`config.mk`:
```
export PLATFORM = sky130hd
export DESIGN_NAME = calendar_date_stepper
export DESIGN_NICKNAME = d
export VERILOG_FILES = /design/src/sv/cds_pkg.sv /design/src/sv/cds_serial.sv /design/src/sv/calendar_date_stepper.sv
export SDC_FILE = /design/constraint.sdc
export NUM_CORES = 1
export LEC_CHECK = 0
export ABC_CLOCK_PERIOD_IN_PS = 16100
export BUFFER_PORTS_ARGS = -buffer_cell sky130_fd_sc_hd__buf_4
export CAP_MARGIN = 20
export CORE_AREA = 5 5 219 221
export CTS_BUF_LIST = sky130_fd_sc_hd__clkbuf_2
export CTS_CLUSTER_DIAMETER = 80
export DETAILED_ROUTE_END_ITERATION = 10
export DIE_AREA = 0 0 224 226
export PLACE_DENSITY_LB_ADDON = 0.05
export SYNTH_ARGS = -nofsm -noshare
export SYNTH_HDL_FRONTEND = slang
export SYNTH_HIERARCHICAL = 1
export SYNTH_SLANG_ARGS = --single-unit
```
`constraint.sdc`:
```
create_clock -name clk -period 16.1 [get_ports clk]
set_clock_uncertainty 0.1 [all_clocks]
set_input_delay 0.805 -clock clk [delete_from_list [all_inputs] [get_ports clk]]
set_output_delay 0.805 -clock clk [all_outputs]
set_load 0.02 [all_outputs]
```
`src/sv/cds_pkg.sv`:
```
package cds_pkg;

  // Field widths of the item and result.
  localparam int YEAR_W   = 14;
  localparam int MONTH_W  = 4;
  localparam int DAY_W    = 5;
  localparam int SERIAL_W = 22;
  localparam int DIFF_W   = 23;
  localparam int STAT_W   = 3;
  localparam int STEP_W   = 16;

  // Width of the shared multiplier result (14 by 13 bits).
  localparam int PROD_W   = 27;
  // Year divided by 100 and year modulo 100.
  localparam int YQ_W     = 8;
  localparam int YMOD_W   = 7;

  localparam logic [YEAR_W-1:0]   YEAR_MAX   = 14'd9999;
  localparam logic [SERIAL_W-1:0] SERIAL_MAX = 22'd3652059;

  localparam logic [MONTH_W-1:0] MON_JAN = 4'd1;
  localparam logic [MONTH_W-1:0] MON_FEB = 4'd2;
  localparam logic [MONTH_W-1:0] MON_DEC = 4'd12;
  localparam logic [DAY_W-1:0]   DAY_ONE  = 5'd1;
  localparam logic [DAY_W-1:0]   DAY_LONG = 5'd31;
  localparam logic [DAY_W-1:0]   DAY_SHORT = 5'd30;

  // Constants of the serial computation. 5243 / 2^19 is a reciprocal of 100
  // that is exact for every 14-bit operand; a shift by 21 gives division by 400.
  localparam logic [12:0] DAYS_YEAR  = 13'd365;
  localparam logic [12:0] RECIP_100  = 13'd5243;
  localparam int          SHR_100    = 19;
  localparam int          SHR_400    = 21;
  localparam logic [14:0] HUNDRED    = 15'd100;

  // Year-position counters of the two saturation bounds.
  localparam logic [YMOD_W-1:0] YMOD_MAX = 7'd99;
  localparam logic [1:0]        CENT_MAX = 2'd3;
  localparam logic [YMOD_W-1:0] YMOD_MIN = 7'd1;
  localparam logic [1:0]        CENT_MIN = 2'd0;

  typedef enum logic [1:0] {
    CMD_SET,
    CMD_ADD,
    CMD_SUB,
    CMD_DIFF
  } cmd_t;

  typedef enum logic [STAT_W-1:0] {
    STAT_OK      = 3'd0,
    STAT_RANGE   = 3'd1,
    STAT_FEB     = 3'd2,
    STAT_SHORT31 = 3'd3,
    STAT_SAT     = 3'd4,
    STAT_NO_DATE = 3'd5
  } status_t;

  typedef enum logic [1:0] {
    ST_IDLE,
    ST_CALC,
    ST_STEP,
    ST_DONE
  } state_t;

  // What the serial unit hands back for the year it worked on.
  typedef struct packed {
    logic [SERIAL_W-1:0] serial;
    logic                leap;
    logic [YMOD_W-1:0]   yr_mod;
    logic [1:0]          cent_mod;
  } serial_res_t;

  // Gregorian leap rule from year mod 100 and (year / 100) mod 4.
  function automatic logic is_leap(logic [YMOD_W-1:0] yr_mod, logic [1:0] cent_mod);
    is_leap = (yr_mod[1:0] == 2'd0) && ((yr_mod != '0) || (cent_mod == 2'd0));
  endfunction

  function automatic logic [DAY_W-1:0] days_in(logic [MONTH_W-1:0] m, logic leap);
    case (m)
      4'd2:                    days_in = leap ? 5'd29 : 5'd28;
      4'd4, 4'd6, 4'd9, 4'd11: days_in = DAY_SHORT;
      default:                 days_in = DAY_LONG;
    endcase
  endfunction

  // Days of the months before month m in a common year.
  function automatic logic [8:0] days_before(logic [MONTH_W-1:0] m);
    case (m)
      4'd2:    days_before = 9'd31;
      4'd3:    days_before = 9'd59;
      4'd4:    days_before = 9'd90;
      4'd5:    days_before = 9'd120;
      4'd6:    days_before = 9'd151;
      4'd7:    days_before = 9'd181;
      4'd8:    days_before = 9'd212;
      4'd9:    days_before = 9'd243;
      4'd10:   days_before = 9'd273;
      4'd11:   days_before = 9'd304;
      4'd12:   days_before = 9'd334;
      default: days_before = 9'd0;
    endcase
  endfunction

endpackage

```
`src/sv/cds_serial.sv`:
```
// Serial day number of a date, computed over seven steps on one shared
// multiplier and one shared add/subtract accumulator.
module cds_serial (
  input  logic                              clk,
  input  logic                              rst,
  input  logic                              start,
  input  logic [cds_pkg::YEAR_W-1:0]        year,
  input  logic [cds_pkg::MONTH_W-1:0]       month,
  input  logic [cds_pkg::DAY_W-1:0]         day,
  output logic                              done,
  output cds_pkg::serial_res_t              res
);

  localparam logic [2:0] STEP_MUL_YEAR = 3'd0;
  localparam logic [2:0] STEP_LOAD     = 3'd1;
  localparam logic [2:0] STEP_CENTURY  = 3'd2;
  localparam logic [2:0] STEP_QUAD     = 3'd3;
  localparam logic [2:0] STEP_FOUR     = 3'd4;
  localparam logic [2:0] STEP_MONTHS   = 3'd5;
  localparam logic [2:0] STEP_DAY      = 3'd6;

  logic                            busy;
  logic [2:0]                      step;
  logic [cds_pkg::PROD_W-1:0]      prod;
  logic [cds_pkg::SERIAL_W-1:0]    acc;
  logic [cds_pkg::YQ_W-1:0]        yq;
  logic                            leap;
  logic [cds_pkg::YMOD_W-1:0]      yr_mod;
  logic [1:0]                      cent_mod;

  logic [cds_pkg::YEAR_W-1:0]      prior;
  logic [cds_pkg::YEAR_W-1:0]      mul_a;
  logic [12:0]                     mul_k;
  logic                            mul_en;
  logic [cds_pkg::SERIAL_W-1:0]    addend;
  logic                            sub;
  logic [14:0]                     hund;
  logic [cds_pkg::YMOD_W-1:0]      yr_mod_calc;

  assign prior = year - cds_pkg::YEAR_W'(1);

  // Year modulo 100 from the registered quotient.
  assign hund        = 15'(yq) * cds_pkg::HUNDRED;
  assign yr_mod_calc = cds_pkg::YMOD_W'({1'b0, year} - hund);

  // Operand selection of the shared multiplier.
  always_comb begin
    mul_a  = prior;
    mul_k  = cds_pkg::DAYS_YEAR;
    mul_en = 1'b0;
    case (step)
      STEP_MUL_YEAR: begin
        mul_en = 1'b1;
      end
      STEP_LOAD: begin
        mul_k  = cds_pkg::RECIP_100;
        mul_en = 1'b1;
      end
      STEP_QUAD: begin
        mul_a  = year;
        mul_k  = cds_pkg::RECIP_100;
        mul_en = 1'b1;
      end
      default: begin
        mul_en = 1'b0;
      end
    endcase
  end

  // Operand selection of the shared accumulator.
  always_comb begin
    addend = '0;
    sub    = 1'b0;
    case (step)
      STEP_CENTURY: begin
        addend = cds_pkg::SERIAL_W'(prod >> cds_pkg::SHR_100);
        sub    = 1'b1;
      end
      STEP_QUAD:    addend = cds_pkg::SERIAL_W'(prod >> cds_pkg::SHR_400);
      STEP_FOUR:    addend = cds_pkg::SERIAL_W'(prior >> 2);
      STEP_MONTHS:  addend = cds_pkg::SERIAL_W'(cds_pkg::days_before(month));
      STEP_DAY: begin
        addend = cds_pkg::SERIAL_W'(day)
               + cds_pkg::SERIAL_W'(leap && (month > cds_pkg::MON_FEB));
      end
      default:      addend = '0;
    endcase
  end

  // Sequencer.
  always_ff @(posedge clk) begin
    if (rst) begin
      busy <= 1'b0;
      step <= STEP_MUL_YEAR;
      done <= 1'b0;
    end else begin
      done <= 1'b0;
      if (start) begin
        busy <= 1'b1;
        step <= STEP_MUL_YEAR;
      end else if (busy) begin
        if (step == STEP_DAY) begin
          busy <= 1'b0;
          done <= 1'b1;
        end else begin
          step <= step + 3'd1;
        end
      end
    end
  end

  // Shared datapath.
  always_ff @(posedge clk) begin
    if (busy) begin
      if (mul_en) begin
        prod <= cds_pkg::PROD_W'(mul_a) * cds_pkg::PROD_W'(mul_k);
      end
      if (step == STEP_LOAD) begin
        acc <= cds_pkg::SERIAL_W'(prod);
      end else if (sub) begin
        acc <= acc - addend;
      end else begin
        acc <= acc + addend;
      end
      if (step == STEP_FOUR) begin
        yq <= cds_pkg::YQ_W'(prod >> cds_pkg::SHR_100);
      end
      if (step == STEP_MONTHS) begin
        yr_mod   <= yr_mod_calc;
        cent_mod <= yq[1:0];
        leap     <= cds_pkg::is_leap(yr_mod_calc, yq[1:0]);
      end
    end
  end

  assign res = '{serial: acc, leap: leap, yr_mod: yr_mod, cent_mod: cent_mod};

endmodule

```
`src/sv/calendar_date_stepper.sv`:
```
// Channel   Dir  Transfer        Contents
// s_*       in   one command     tuser: cmd; tdata: year, month, day, step count
// m_*       out  one result      tdata: date, serial, difference, status
//
// Set and difference run the seven steps of the serial unit. Add and subtract
// walk the date one day per cycle; a saturating step or a command without a
// stored date goes straight to the result.
// Reset is synchronous and leaves no valid date stored.
// One command is worked on at a time; a finished result waits in the output
// register while the next command is accepted, and that command holds its
// result until the output register is free.
module calendar_date_stepper #(
  parameter int COUNT_WIDTH = 16
) (
  input  logic        clk,
  input  logic        rst,
  input  logic        s_tvalid,
  output logic        s_tready,
  // year [13:0], month [17:14], day [22:18], step_count [38:23], zero fill
  input  logic [39:0] s_tdata,
  // cmd [1:0]
  input  logic [1:0]  s_tuser,
  output logic        m_tvalid,
  input  logic        m_tready,
  // out_year [13:0], out_month [17:14], out_day [22:18], serial_day [44:23],
  // day_difference [67:45], status [70:68], zero fill
  output logic [71:0] m_tdata
);

  localparam int SUM_W = ((COUNT_WIDTH > cds_pkg::SERIAL_W) ? COUNT_WIDTH
                          : cds_pkg::SERIAL_W) + 1;

  cds_pkg::state_t                 state;
  cds_pkg::state_t                 state_next;
  cds_pkg::cmd_t                   cmd;
  logic [cds_pkg::YEAR_W-1:0]      year_q;
  logic [cds_pkg::MONTH_W-1:0]     month_q;
  logic [cds_pkg::DAY_W-1:0]       day_q;
  logic [cds_pkg::YEAR_W-1:0]      cur_year;
  logic [cds_pkg::MONTH_W-1:0]     cur_month;
  logic [cds_pkg::DAY_W-1:0]       cur_day;
  logic [cds_pkg::SERIAL_W-1:0]    cur_serial;
  logic [cds_pkg::YMOD_W-1:0]      yr_mod;
  logic [1:0]                      cent_mod;
  logic [COUNT_WIDTH-1:0]          steps_left;
  logic                            step_up;
  cds_pkg::status_t                stat;
  logic [cds_pkg::DIFF_W-1:0]      diff;

  cds_pkg::cmd_t                   in_cmd;
  logic [COUNT_WIDTH-1:0]          in_count;
  logic                            accept;
  logic                            have_date;
  logic                            go_calc;
  logic                            go_step;
  logic                            add_sat;
  logic                            sub_sat;
  logic [SUM_W-1:0]                sum;
  logic                            unit_start;
  logic                            unit_done;
  cds_pkg::serial_res_t            unit_res;
  logic                            out_load;
  cds_pkg::status_t                chk;

  logic                            leap_cur;
  logic [cds_pkg::DAY_W-1:0]       dim;
  logic [cds_pkg::YEAR_W-1:0]      stp_year;
  logic [cds_pkg::MONTH_W-1:0]     stp_month;
  logic [cds_pkg::DAY_W-1:0]       stp_day;
  logic [cds_pkg::SERIAL_W-1:0]    stp_serial;
  logic [cds_pkg::YMOD_W-1:0]      stp_yr_mod;
  logic [1:0]                      stp_cent_mod;

  assign in_cmd    = cds_pkg::cmd_t'(s_tuser[1:0]);
  assign in_count  = COUNT_WIDTH'(s_tdata[38:23]);
  assign accept    = s_tvalid && s_tready;
  assign have_date = (cur_year != '0);

  // Bounds of add and subtract.
  assign sum     = SUM_W'(cur_serial) + SUM_W'(in_count);
  assign add_sat = (sum > SUM_W'(cds_pkg::SERIAL_MAX));
  assign sub_sat = (SUM_W'(in_count) >= SUM_W'(cur_serial));

  assign go_calc = (in_cmd == cds_pkg::CMD_SET) || ((in_cmd == cds_pkg::CMD_DIFF) && have_date);
  assign go_step = have_date
                && (((in_cmd == cds_pkg::CMD_ADD) && !add_sat)
                 || ((in_cmd == cds_pkg::CMD_SUB) && !sub_sat));

  cds_serial u_serial (
    .clk   (clk),
    .rst   (rst),
    .start (unit_start),
    .year  (year_q),
    .month (month_q),
    .day   (day_q),
    .done  (unit_done),
    .res   (unit_res)
  );

  // Validation of the held date, using the leap flag of the serial unit.
  always_comb begin
    if ((year_q == '0) || (year_q > cds_pkg::YEAR_MAX) || (month_q == '0)
        || (month_q > cds_pkg::MON_DEC) || (day_q == '0)) begin
      chk = cds_pkg::STAT_RANGE;
    end else if ((month_q == cds_pkg::MON_FEB)
                 && (day_q > cds_pkg::days_in(cds_pkg::MON_FEB, unit_res.leap))) begin
      chk = cds_pkg::STAT_FEB;
    end else if ((day_q == cds_pkg::DAY_LONG)
                 && (cds_pkg::days_in(month_q, 1'b0) == cds_pkg::DAY_SHORT)) begin
      chk = cds_pkg::STAT_SHORT31;
    end else begin
      chk = cds_pkg::STAT_OK;
    end
  end

  // One day forward or backward from the stored date.
  assign leap_cur = cds_pkg::is_leap(yr_mod, cent_mod);
  assign dim      = cds_pkg::days_in(cur_month, leap_cur);

  always_comb begin
    stp_year     = cur_year;
    stp_month    = cur_month;
    stp_day      = cur_day;
    stp_yr_mod   = yr_mod;
    stp_cent_mod = cent_mod;
    if (step_up) begin
      stp_serial = cur_serial + cds_pkg::SERIAL_W'(1);
      if (cur_day == dim) begin
        stp_day = cds_pkg::DAY_ONE;
        if (cur_month == cds_pkg::MON_DEC) begin
          stp_month = cds_pkg::MON_JAN;
          stp_year  = cur_year + cds_pkg::YEAR_W'(1);
          if (yr_mod == cds_pkg::YMOD_MAX) begin
            stp_yr_mod   = '0;
            stp_cent_mod = cent_mod + 2'd1;
          end else begin
            stp_yr_mod = yr_mod + cds_pkg::YMOD_W'(1);
          end
        end else begin
          stp_month = cur_month + cds_pkg::MONTH_W'(1);
        end
      end else begin
        stp_day = cur_day + cds_pkg::DAY_W'(1);
      end
    end else begin
      stp_serial = cur_serial - cds_pkg::SERIAL_W'(1);
      if (cur_day == cds_pkg::DAY_ONE) begin
        if (cur_month == cds_pkg::MON_JAN) begin
          stp_month = cds_pkg::MON_DEC;
          stp_day   = cds_pkg::DAY_LONG;
          stp_year  = cur_year - cds_pkg::YEAR_W'(1);
          if (yr_mod == '0) begin
            stp_yr_mod   = cds_pkg::YMOD_MAX;
            stp_cent_mod = cent_mod - 2'd1;
          end else begin
            stp_yr_mod = yr_mod - cds_pkg::YMOD_W'(1);
          end
        end else begin
          stp_month = cur_month - cds_pkg::MONTH_W'(1);
          stp_day   = cds_pkg::days_in(cur_month - cds_pkg::MONTH_W'(1), leap_cur);
        end
      end else begin
        stp_day = cur_day - cds_pkg::DAY_W'(1);
      end
    end
  end

  // Next state.
  always_comb begin
    state_next = state;
    case (state)
      cds_pkg::ST_IDLE: begin
        if (accept) begin
          if (go_calc) begin
            state_next = cds_pkg::ST_CALC;
          end else if (go_step) begin
            state_next = cds_pkg::ST_STEP;
          end else begin
            state_next = cds_pkg::ST_DONE;
          end
        end
      end
      cds_pkg::ST_CALC: begin
        if (unit_done) begin
          state_next = cds_pkg::ST_DONE;
        end
      end
      cds_pkg::ST_STEP: begin
        if (steps_left == '0) begin
          state_next = cds_pkg::ST_DONE;
        end
      end
      cds_pkg::ST_DONE: begin
        if (!m_tvalid || m_tready) begin
          state_next = cds_pkg::ST_IDLE;
        end
      end
      default: state_next = cds_pkg::ST_IDLE;
    endcase
  end

  // State outputs.
  always_comb begin
    s_tready   = 1'b0;
    unit_start = 1'b0;
    out_load   = 1'b0;
    case (state)
      cds_pkg::ST_IDLE: begin
        s_tready   = 1'b1;
        unit_start = s_tvalid && go_calc;
      end
      cds_pkg::ST_DONE: begin
        out_load = !m_tvalid || m_tready;
      end
      default: begin
        s_tready = 1'b0;
      end
    endcase
  end

  always_ff @(posedge clk) begin
    if (rst) begin
      state <= cds_pkg::ST_IDLE;
    end else begin
      state <= state_next;
    end
  end

  // Stored date and command datapath.
  always_ff @(posedge clk) begin
    if (rst) begin
      cur_year   <= '0;
      cur_month  <= '0;
      cur_day    <= '0;
      cur_serial <= '0;
      yr_mod     <= '0;
      cent_mod   <= '0;
    end else begin
      case (state)
        cds_pkg::ST_IDLE: begin
          if (accept) begin
            cmd        <= in_cmd;
            year_q     <= s_tdata[13:0];
            month_q    <= s_tdata[17:14];
            day_q      <= s_tdata[22:18];
            steps_left <= in_count;
            step_up    <= (in_cmd == cds_pkg::CMD_ADD);
            stat       <= cds_pkg::STAT_OK;
            diff       <= '0;
            if (in_cmd != cds_pkg::CMD_SET) begin
              if (!have_date) begin
                stat <= cds_pkg::STAT_NO_DATE;
              end else if ((in_cmd == cds_pkg::CMD_ADD) && add_sat) begin
                cur_year   <= cds_pkg::YEAR_MAX;
                cur_month  <= cds_pkg::MON_DEC;
                cur_day    <= cds_pkg::DAY_LONG;
                cur_serial <= cds_pkg::SERIAL_MAX;
                yr_mod     <= cds_pkg::YMOD_MAX;
                cent_mod   <= cds_pkg::CENT_MAX;
                stat       <= cds_pkg::STAT_SAT;
              end else if ((in_cmd == cds_pkg::CMD_SUB) && sub_sat) begin
                cur_year   <= cds_pkg::YEAR_W'(1);
                cur_month  <= cds_pkg::MON_JAN;
                cur_day    <= cds_pkg::DAY_ONE;
                cur_serial <= cds_pkg::SERIAL_W'(1);
                yr_mod     <= cds_pkg::YMOD_MIN;
                cent_mod   <= cds_pkg::CENT_MIN;
                stat       <= cds_pkg::STAT_SAT;
              end
            end
          end
        end
        cds_pkg::ST_CALC: begin
          if (unit_done) begin
            stat <= chk;
            if (cmd == cds_pkg::CMD_SET) begin
              if (chk == cds_pkg::STAT_OK) begin
                cur_year   <= year_q;
                cur_month  <= month_q;
                cur_day    <= day_q;
                cur_serial <= unit_res.serial;
                yr_mod     <= unit_res.yr_mod;
                cent_mod   <= unit_res.cent_mod;
              end else begin
                cur_year   <= '0;
                cur_month  <= '0;
                cur_day    <= '0;
                cur_serial <= '0;
              end
            end else if (chk == cds_pkg::STAT_OK) begin
              diff <= cds_pkg::DIFF_W'(cur_serial) - cds_pkg::DIFF_W'(unit_res.serial);
            end
          end
        end
        cds_pkg::ST_STEP: begin
          if (steps_left != '0) begin
            cur_year   <= stp_year;
            cur_month  <= stp_month;
            cur_day    <= stp_day;
            cur_serial <= stp_serial;
            yr_mod     <= stp_yr_mod;
            cent_mod   <= stp_cent_mod;
            steps_left <= steps_left - COUNT_WIDTH'(1);
          end
        end
        default: begin
          cur_year <= cur_year;
        end
      endcase
    end
  end

  // Output register.
  always_ff @(posedge clk) begin
    if (rst) begin
      m_tvalid <= 1'b0;
    end else if (out_load) begin
      m_tvalid <= 1'b1;
    end else if (m_tready) begin
      m_tvalid <= 1'b0;
    end
  end

  always_ff @(posedge clk) begin
    if (out_load) begin
      m_tdata <= {1'b0, stat, diff, cur_serial, cur_day, cur_month, cur_year};
    end
  end

endmodule

```
## Yosys cells after proc, flatten, opt, wreduce, memory -nomap -nowiden

Memory sizes are Yosys's and may differ from the RTL's. A register that Yosys moved wholly into a read port is not among the register bits.
Index checks and enable logic that the tools add are counted.

| cells by class | value |
|---|---|
| add/subtract/negate cells | 21 |
| $mul | 2 |
| order comparisons | 6 |
| equal/unequal tests | 51 |
| mux-type cells | 139 |
| bitwise gates (word level) | 3 |
| reductions and logical operators | 69 |

Operator list:

| cell | number |
|---|---|
| 22-bit 2-to-1 mux | 12 |
| 14-bit 2-to-1 mux | 15 |
| 7-bit 2-to-1 mux | 16 |
| 22-bit one-hot mux with 5 select lines | 1 |
| 23-bit 2-to-1 mux | 4 |
| 5-bit 2-to-1 mux | 15 |
| 22-bit one-hot mux with 3 select lines | 1 |
| 4-bit 2-to-1 mux | 15 |
| 2-bit 2-to-1 mux | 25 |
| 23-bit one-hot mux with 2 select lines | 1 |
| 14-bit one-hot mux with 3 select lines | 1 |
| 16-bit 2-to-1 mux | 2 |
| 16-bit one-hot mux with 2 select lines | 1 |
| 4-bit equality test (second input constant) | 7 |
| 14-bit by 1-bit subtractor with 14-bit output (second input constant) | 2 |
| 14-bit by 13-bit multiplier with 27-bit output | 1 |
| 4-bit by 3-bit equality test with 1-bit output (second input constant) | 6 |
| 22-bit by 16-bit adder with 23-bit output | 1 |
| 23-bit by 22-bit > comparator with 1-bit output (second input constant) | 1 |
| 22-bit by 22-bit subtractor with 23-bit output | 1 |
| 22-bit by 1-bit adder with 22-bit output (second input constant) | 1 |
| 22-bit adder | 1 |
| 16-bit by 22-bit greater-or-equal comparator with 1-bit output | 1 |
| 22-bit by 1-bit subtractor with 22-bit output (second input constant) | 1 |
| 71 further kinds | 159 |

| word-level totals | value |
|---|---|
| register bits | 268 |
| bits in read-only memories | 144 |
| bits of input ports | 46 |
| word-level logic and storage cells | 318 |
| memories | 1 |

Memory list:

| memory | depth | width | rd ports | clocked after memory_dff | write ports | line | source |
|---|---|---|---|---|---|---|---|
| (no name shown) | 16 | 9 | 1 | 1 | 0 | cds_pkg.sv:88 | `case (m)` |

## Depth between registers and ports, before layout

| logic depth | value |
|---|---|
| word-level depth | 20 |
| mapped depth | 28 |

## By module

Netlist, hierarchy kept.

Modules (own cells, without submodules):

| module | times used | cells an instance | area an instance (um2) | sequential area each (um2) |
|---|---|---|---|---|
| calendar_date_stepper | 1 | 1403 | 12936.2 | 5315.1 |
| cds_serial | 1 | 1027 | 9589.2 | 2021.9 |

## Worst setup path after synthesis

No wires, ideal clock.

| timing path | value |
|---|---|
| kind | register to register |
| start | register u_serial.step[2] |
| end | register u_serial/prod[26] in the netlist's numbering (data pin) |
| data arrival time | 6808 ps |
| slack | 9017 ps |
| cell stages (with the launch flop) | 26 |
| path buffers | 3 |
| period minus slack after synthesis | 7083 ps |
| cells stage by stage | dfxtp_1 -> clkbuf_8 -> clkbuf_1 -> inv_1 -> ha_1 -> clkbuf_1 -> or4_2 -> xnor2_1 -> nand2_1 -> inv_1 -> ha_1 -> fa_1 -> fa_1 -> fa_1 -> inv_1 -> fa_1 -> inv_1 -> ha_1 -> nand2_1 -> o21ai_0 -> o21bai_1 -> a21oi_1 -> a31o_2 -> o221ai_1 -> nor4_1 -> a311oi_1 |

| between the ends | value |
|---|---|
| word-level cells in the longest chain between the ends | 4 |
| elaborated cells between the ends (all ways) | 6 |

RTL lines:

| what | line | source |
|---|---|---|
| start: declaration | cds_serial.sv:23 | `logic [2:0] step;` |
| start signal: assignment | cds_serial.sv:106 | `step <= step + 3'd1;` |
| 3-bit by 2-bit equality test with 1-bit output / 3-bit by 1-bit equality test with 1-bit output (equally long branches) | cds_serial.sv:51 | `case (step)` |
| 2-bit OR reduction (no line) | -- |  |
| 13-bit 2-to-1 mux | cds_serial.sv:51 |  |
| 14-bit by 13-bit multiplier with 27-bit output (*) | cds_serial.sv:116 | `prod <= cds_pkg::PROD_W'(mul_a) * cds_pkg::PROD_W'(mul_k);` |
| end signal: assignment | cds_serial.sv:116 |  |
| end: declaration | cds_serial.sv:24 | `logic [cds_pkg::PROD_W-1:0] prod;` |

Every way passes the cells marked *; elsewhere a longest branch is shown, timed or not.
A chain may end at the register's enable or synchronous reset.

## Final worst setup path

| timing path | value |
|---|---|
| start | register u_serial.step[2] |
| end | register u_serial/prod[25] in the netlist's numbering (data pin) |

Same word-level chain as after synthesis.

==> results.tsv <==
metric	value	unit
setup_tns	0	ns
cp-start-kind	flip-flop	
worstMarginPinSlew	1.11	ns
finalInstanceArea	25100	µm²
tritoncts	built	
grt_use_total	0.248	
syn2layout_area_growth	11.5	%
path_clk_slew	0.10	ns
async_flop_share	0	
routed_wirelength	63.0	mm
final_common_cell	inv_1	
synth_area_leader_cell	edfxtp_1	
htreeDepth	3	
fp-row-count	79	
wl_met2	31.0	mm
grt_pass1_wl	101	mm
ir_drop	0.000571	V
cp_max_fo	22	
numPortBuffers	117	
ys.flop_type	edfxtp_1	
max_cap_violations	0	
drive_gt1_frac	0.117	
clock_sinks	265	
p_per_area	212	nW/µm²
max_slew_margin	0.260	
layout_common_cells	284 x inv_1, 246 x ha_1, 203 x edfxtp_1, 197 x a21oi_1, 178 x nor2_1	
finalSetupViolations	0	
drc_errors	0	
grt_pass1_vias	18800	
dp_hpwl	47.7	mm
wl_met1	26.8	mm
hold_viol	0	
fillCellCount	4301	
coreArea	46000	µm²
crit_type	reg -> reg	
top_layer_used	met4	
crit_path_end_kind	flip-flop	
post_cts_resized	0	
dieWidth	224	µm
combinationalPowerShare	0.668	
fmax	0.119	GHz
grt_antenna_before_repair	2	
cp.required	16.78	ns
status	finished clean	
synth_edf_count	203	
ioPinCount	120	
p_int	0.00269	W
swShare	0.494	
antenna_left	0	
design.die.area	50600	µm²
slew_viol_final	0	
cts_root_buf	clkbuf_2	
arrival	9.07	ns
clockPowerShare	0.103	
cts_buffers	74	
hold_path_class	in -> reg	
ys_ff_latch	265	
initial_core_util	0.490	
via_count	18700	
drt_iter0_markers	1309	
dpl-instance-area	24000	µm²
seqPwrFrac	0.229	
grt_overflow	0	
syn-cell-area	22500	µm²
finalCritPeriodShare	0.522	
grt_max_degree	73	
yosysTopAreaCellShare	0.271	
synth-warning-count	6	
synth_area_per_cell	9.27	µm²
first_pass_iters	5	
synth-seq-area-share	0.326	
p_switching	0.00263	W
ys_types	91	
final_net_count	2980	
rsz0062_at_grt	no	
synthCells	2430	
die_y	226	µm
clkLatencyLatePin	1.03	ns
synth_area_leaders	edfxtp_1 27%, ha_1 14%, fa_1 8.2%	
dr_wl_met3	3.47	mm
avgViaCountPerCell	5.72	
clockBufferDepth	3	
wire_per_inst	19.3	µm
gp_congestion	0.940	
p_leak	10.9	nW
fin_crit	8.40	ns
[power groups by stage]
stage / Combinational, W / Sequential (W) / Clock (W)
after floorplan: 0.00266 / 0.00117 / 0
after global placement: 0.00347 / 0.00123 / 0
after detailed placement: 0.00354 / 0.00123 / 0
after CTS: 0.00357 / 0.00121 / 0.000571
after global routing: 0.00405 / 0.00123 / 0.000604
final: 0.00355 / 0.00121 / 0.000550
[repair_timing]
action                     4_1_cts  5_1_grt
setup endpoints to repair        0        0
hold endpoints to repair        34        0
hold buffers                    32        0
setup buffers                    0        0
[flip-flops by register name, indices dropped and copies added, names as in the netlist, 4 cells and up]
name,flops
u_serial/acc,22
cur_day,5
day_q,5
u_serial/yq,5
cur_serial,22
u_serial/yr_mod,7
diff,23
u_serial/prod,27
month_q,4
cur_year,14
m_tdata,71
yr_mod,7
cur_month,4
steps_left,16
year_q,14
[cell families after synthesis]
group                      synth area share
and+or+nand+nor                       0.149
DFF                                   0.326
muxes                                0.0128
adders and majority gates             0.219
buffers and inverters                0.0654
other                              0.000500
AOI/OAI and AO/OA                     0.173
xor gates and xnor gates             0.0544
[worst max-delay path, cell delays in order (launching register included)]
cell,delay [ns]
dfxtp_1,0.70
inv_1,0.20
ha_1,0.50
or4_2,0.77
xnor2_1,0.81
nand2_1,0.20
inv_1,0.19
ha_1,0.27
fa_1,0.50
fa_1,0.54
fa_1,0.61
inv_1,0.08
fa_1,0.53
inv_1,0.04
ha_1,0.38
nand2_1,0.10
o21ai_0,0.37
o21ai_0,0.20
o21ai_0,0.47
a21o_1,0.26
a31o_2,0.17
a21oi_1,0.07
xnor2_1,0.13
[path summary, 6_finish.rpt]
check / startpoint / endpoint / slack [ns] / cells after the start
hold reg to reg: diff[0] / m_tdata[45] / 0.30 / 0
setup reg to reg: u_serial/step[2] / u_serial/prod[25] / 7.70 / 22
setup / recovery: u_serial/step[2] / u_serial/prod[25] / 7.70 / 22
hold / removal: s_tdata[37] / steps_left[14] / 0.13 / 3
[layout make-up]
class	count	area (µm²)	share of cell area
Clock buffer	106	531	0.0211
Timing Repair Buffer	177	1430	0.0570
Clock inverter	31	233	0.00927
Multi-Input combinational cell	1792	13700	0.548
Antenna cell	1	2.50	0.0000996
Inverter	285	1070	0.0426
Sequential cell	265	7340	0.292
Tap cell	607	759	0.0302
[synthesized netlist by cell type, drive strengths merged (7+ instances only)]
master	count
inv	284
ha	247
edfxtp	203
a21oi	199
nor2	180
nand2	147
o21ai	134
fa	92
xnor2	80
clkbuf	68
dfxtp	62
nor3	62
xor2	60
a211oi	46
nand3	39
nor2b	38
a21o	36
nand2b	36
nand4	36
nor4	25
mux2i	21
buf	20
or3	20
and3	19
a31oi	18
o21a	18
and2	17
o31ai	17
a221oi	16
or2	14
nor3b	13
o211ai	12
o21bai	12
or4	12
a21boi	11
a2111oi	10
a311oi	9
mux2	7
[through the flow]
step / setup WS [ns] / utilization / hold WS [ns] / total power [W] / std cells
floorplan: 9.02 / - / 0.300 / 0.00383 / 2431
global placement: 7.68 / 0.522 / 0.302 / 0.00470 / 3091
detailed placement: 7.60 / 0.522 / 0.305 / 0.00477 / 3091
CTS: 7.62 / 0.545 / 0.000188 / 0.00536 / 3260
global route: 7.07 / 0.546 / 0.0915 / 0.00589 / 3264
finish: 7.70 / 0.546 / 0.128 / 0.00532 / 3264
[routing by layer]
metal | global-route usage | vias up
met2 | 0.429 | 540
met3 | 0.0342 | 102
li1 | - | 9051
met4 | 0.0917 | 0
met5 | 0 | -
met1 | 0.319 | 8971
Note: power is estimated with default switching activity, not from simulation.
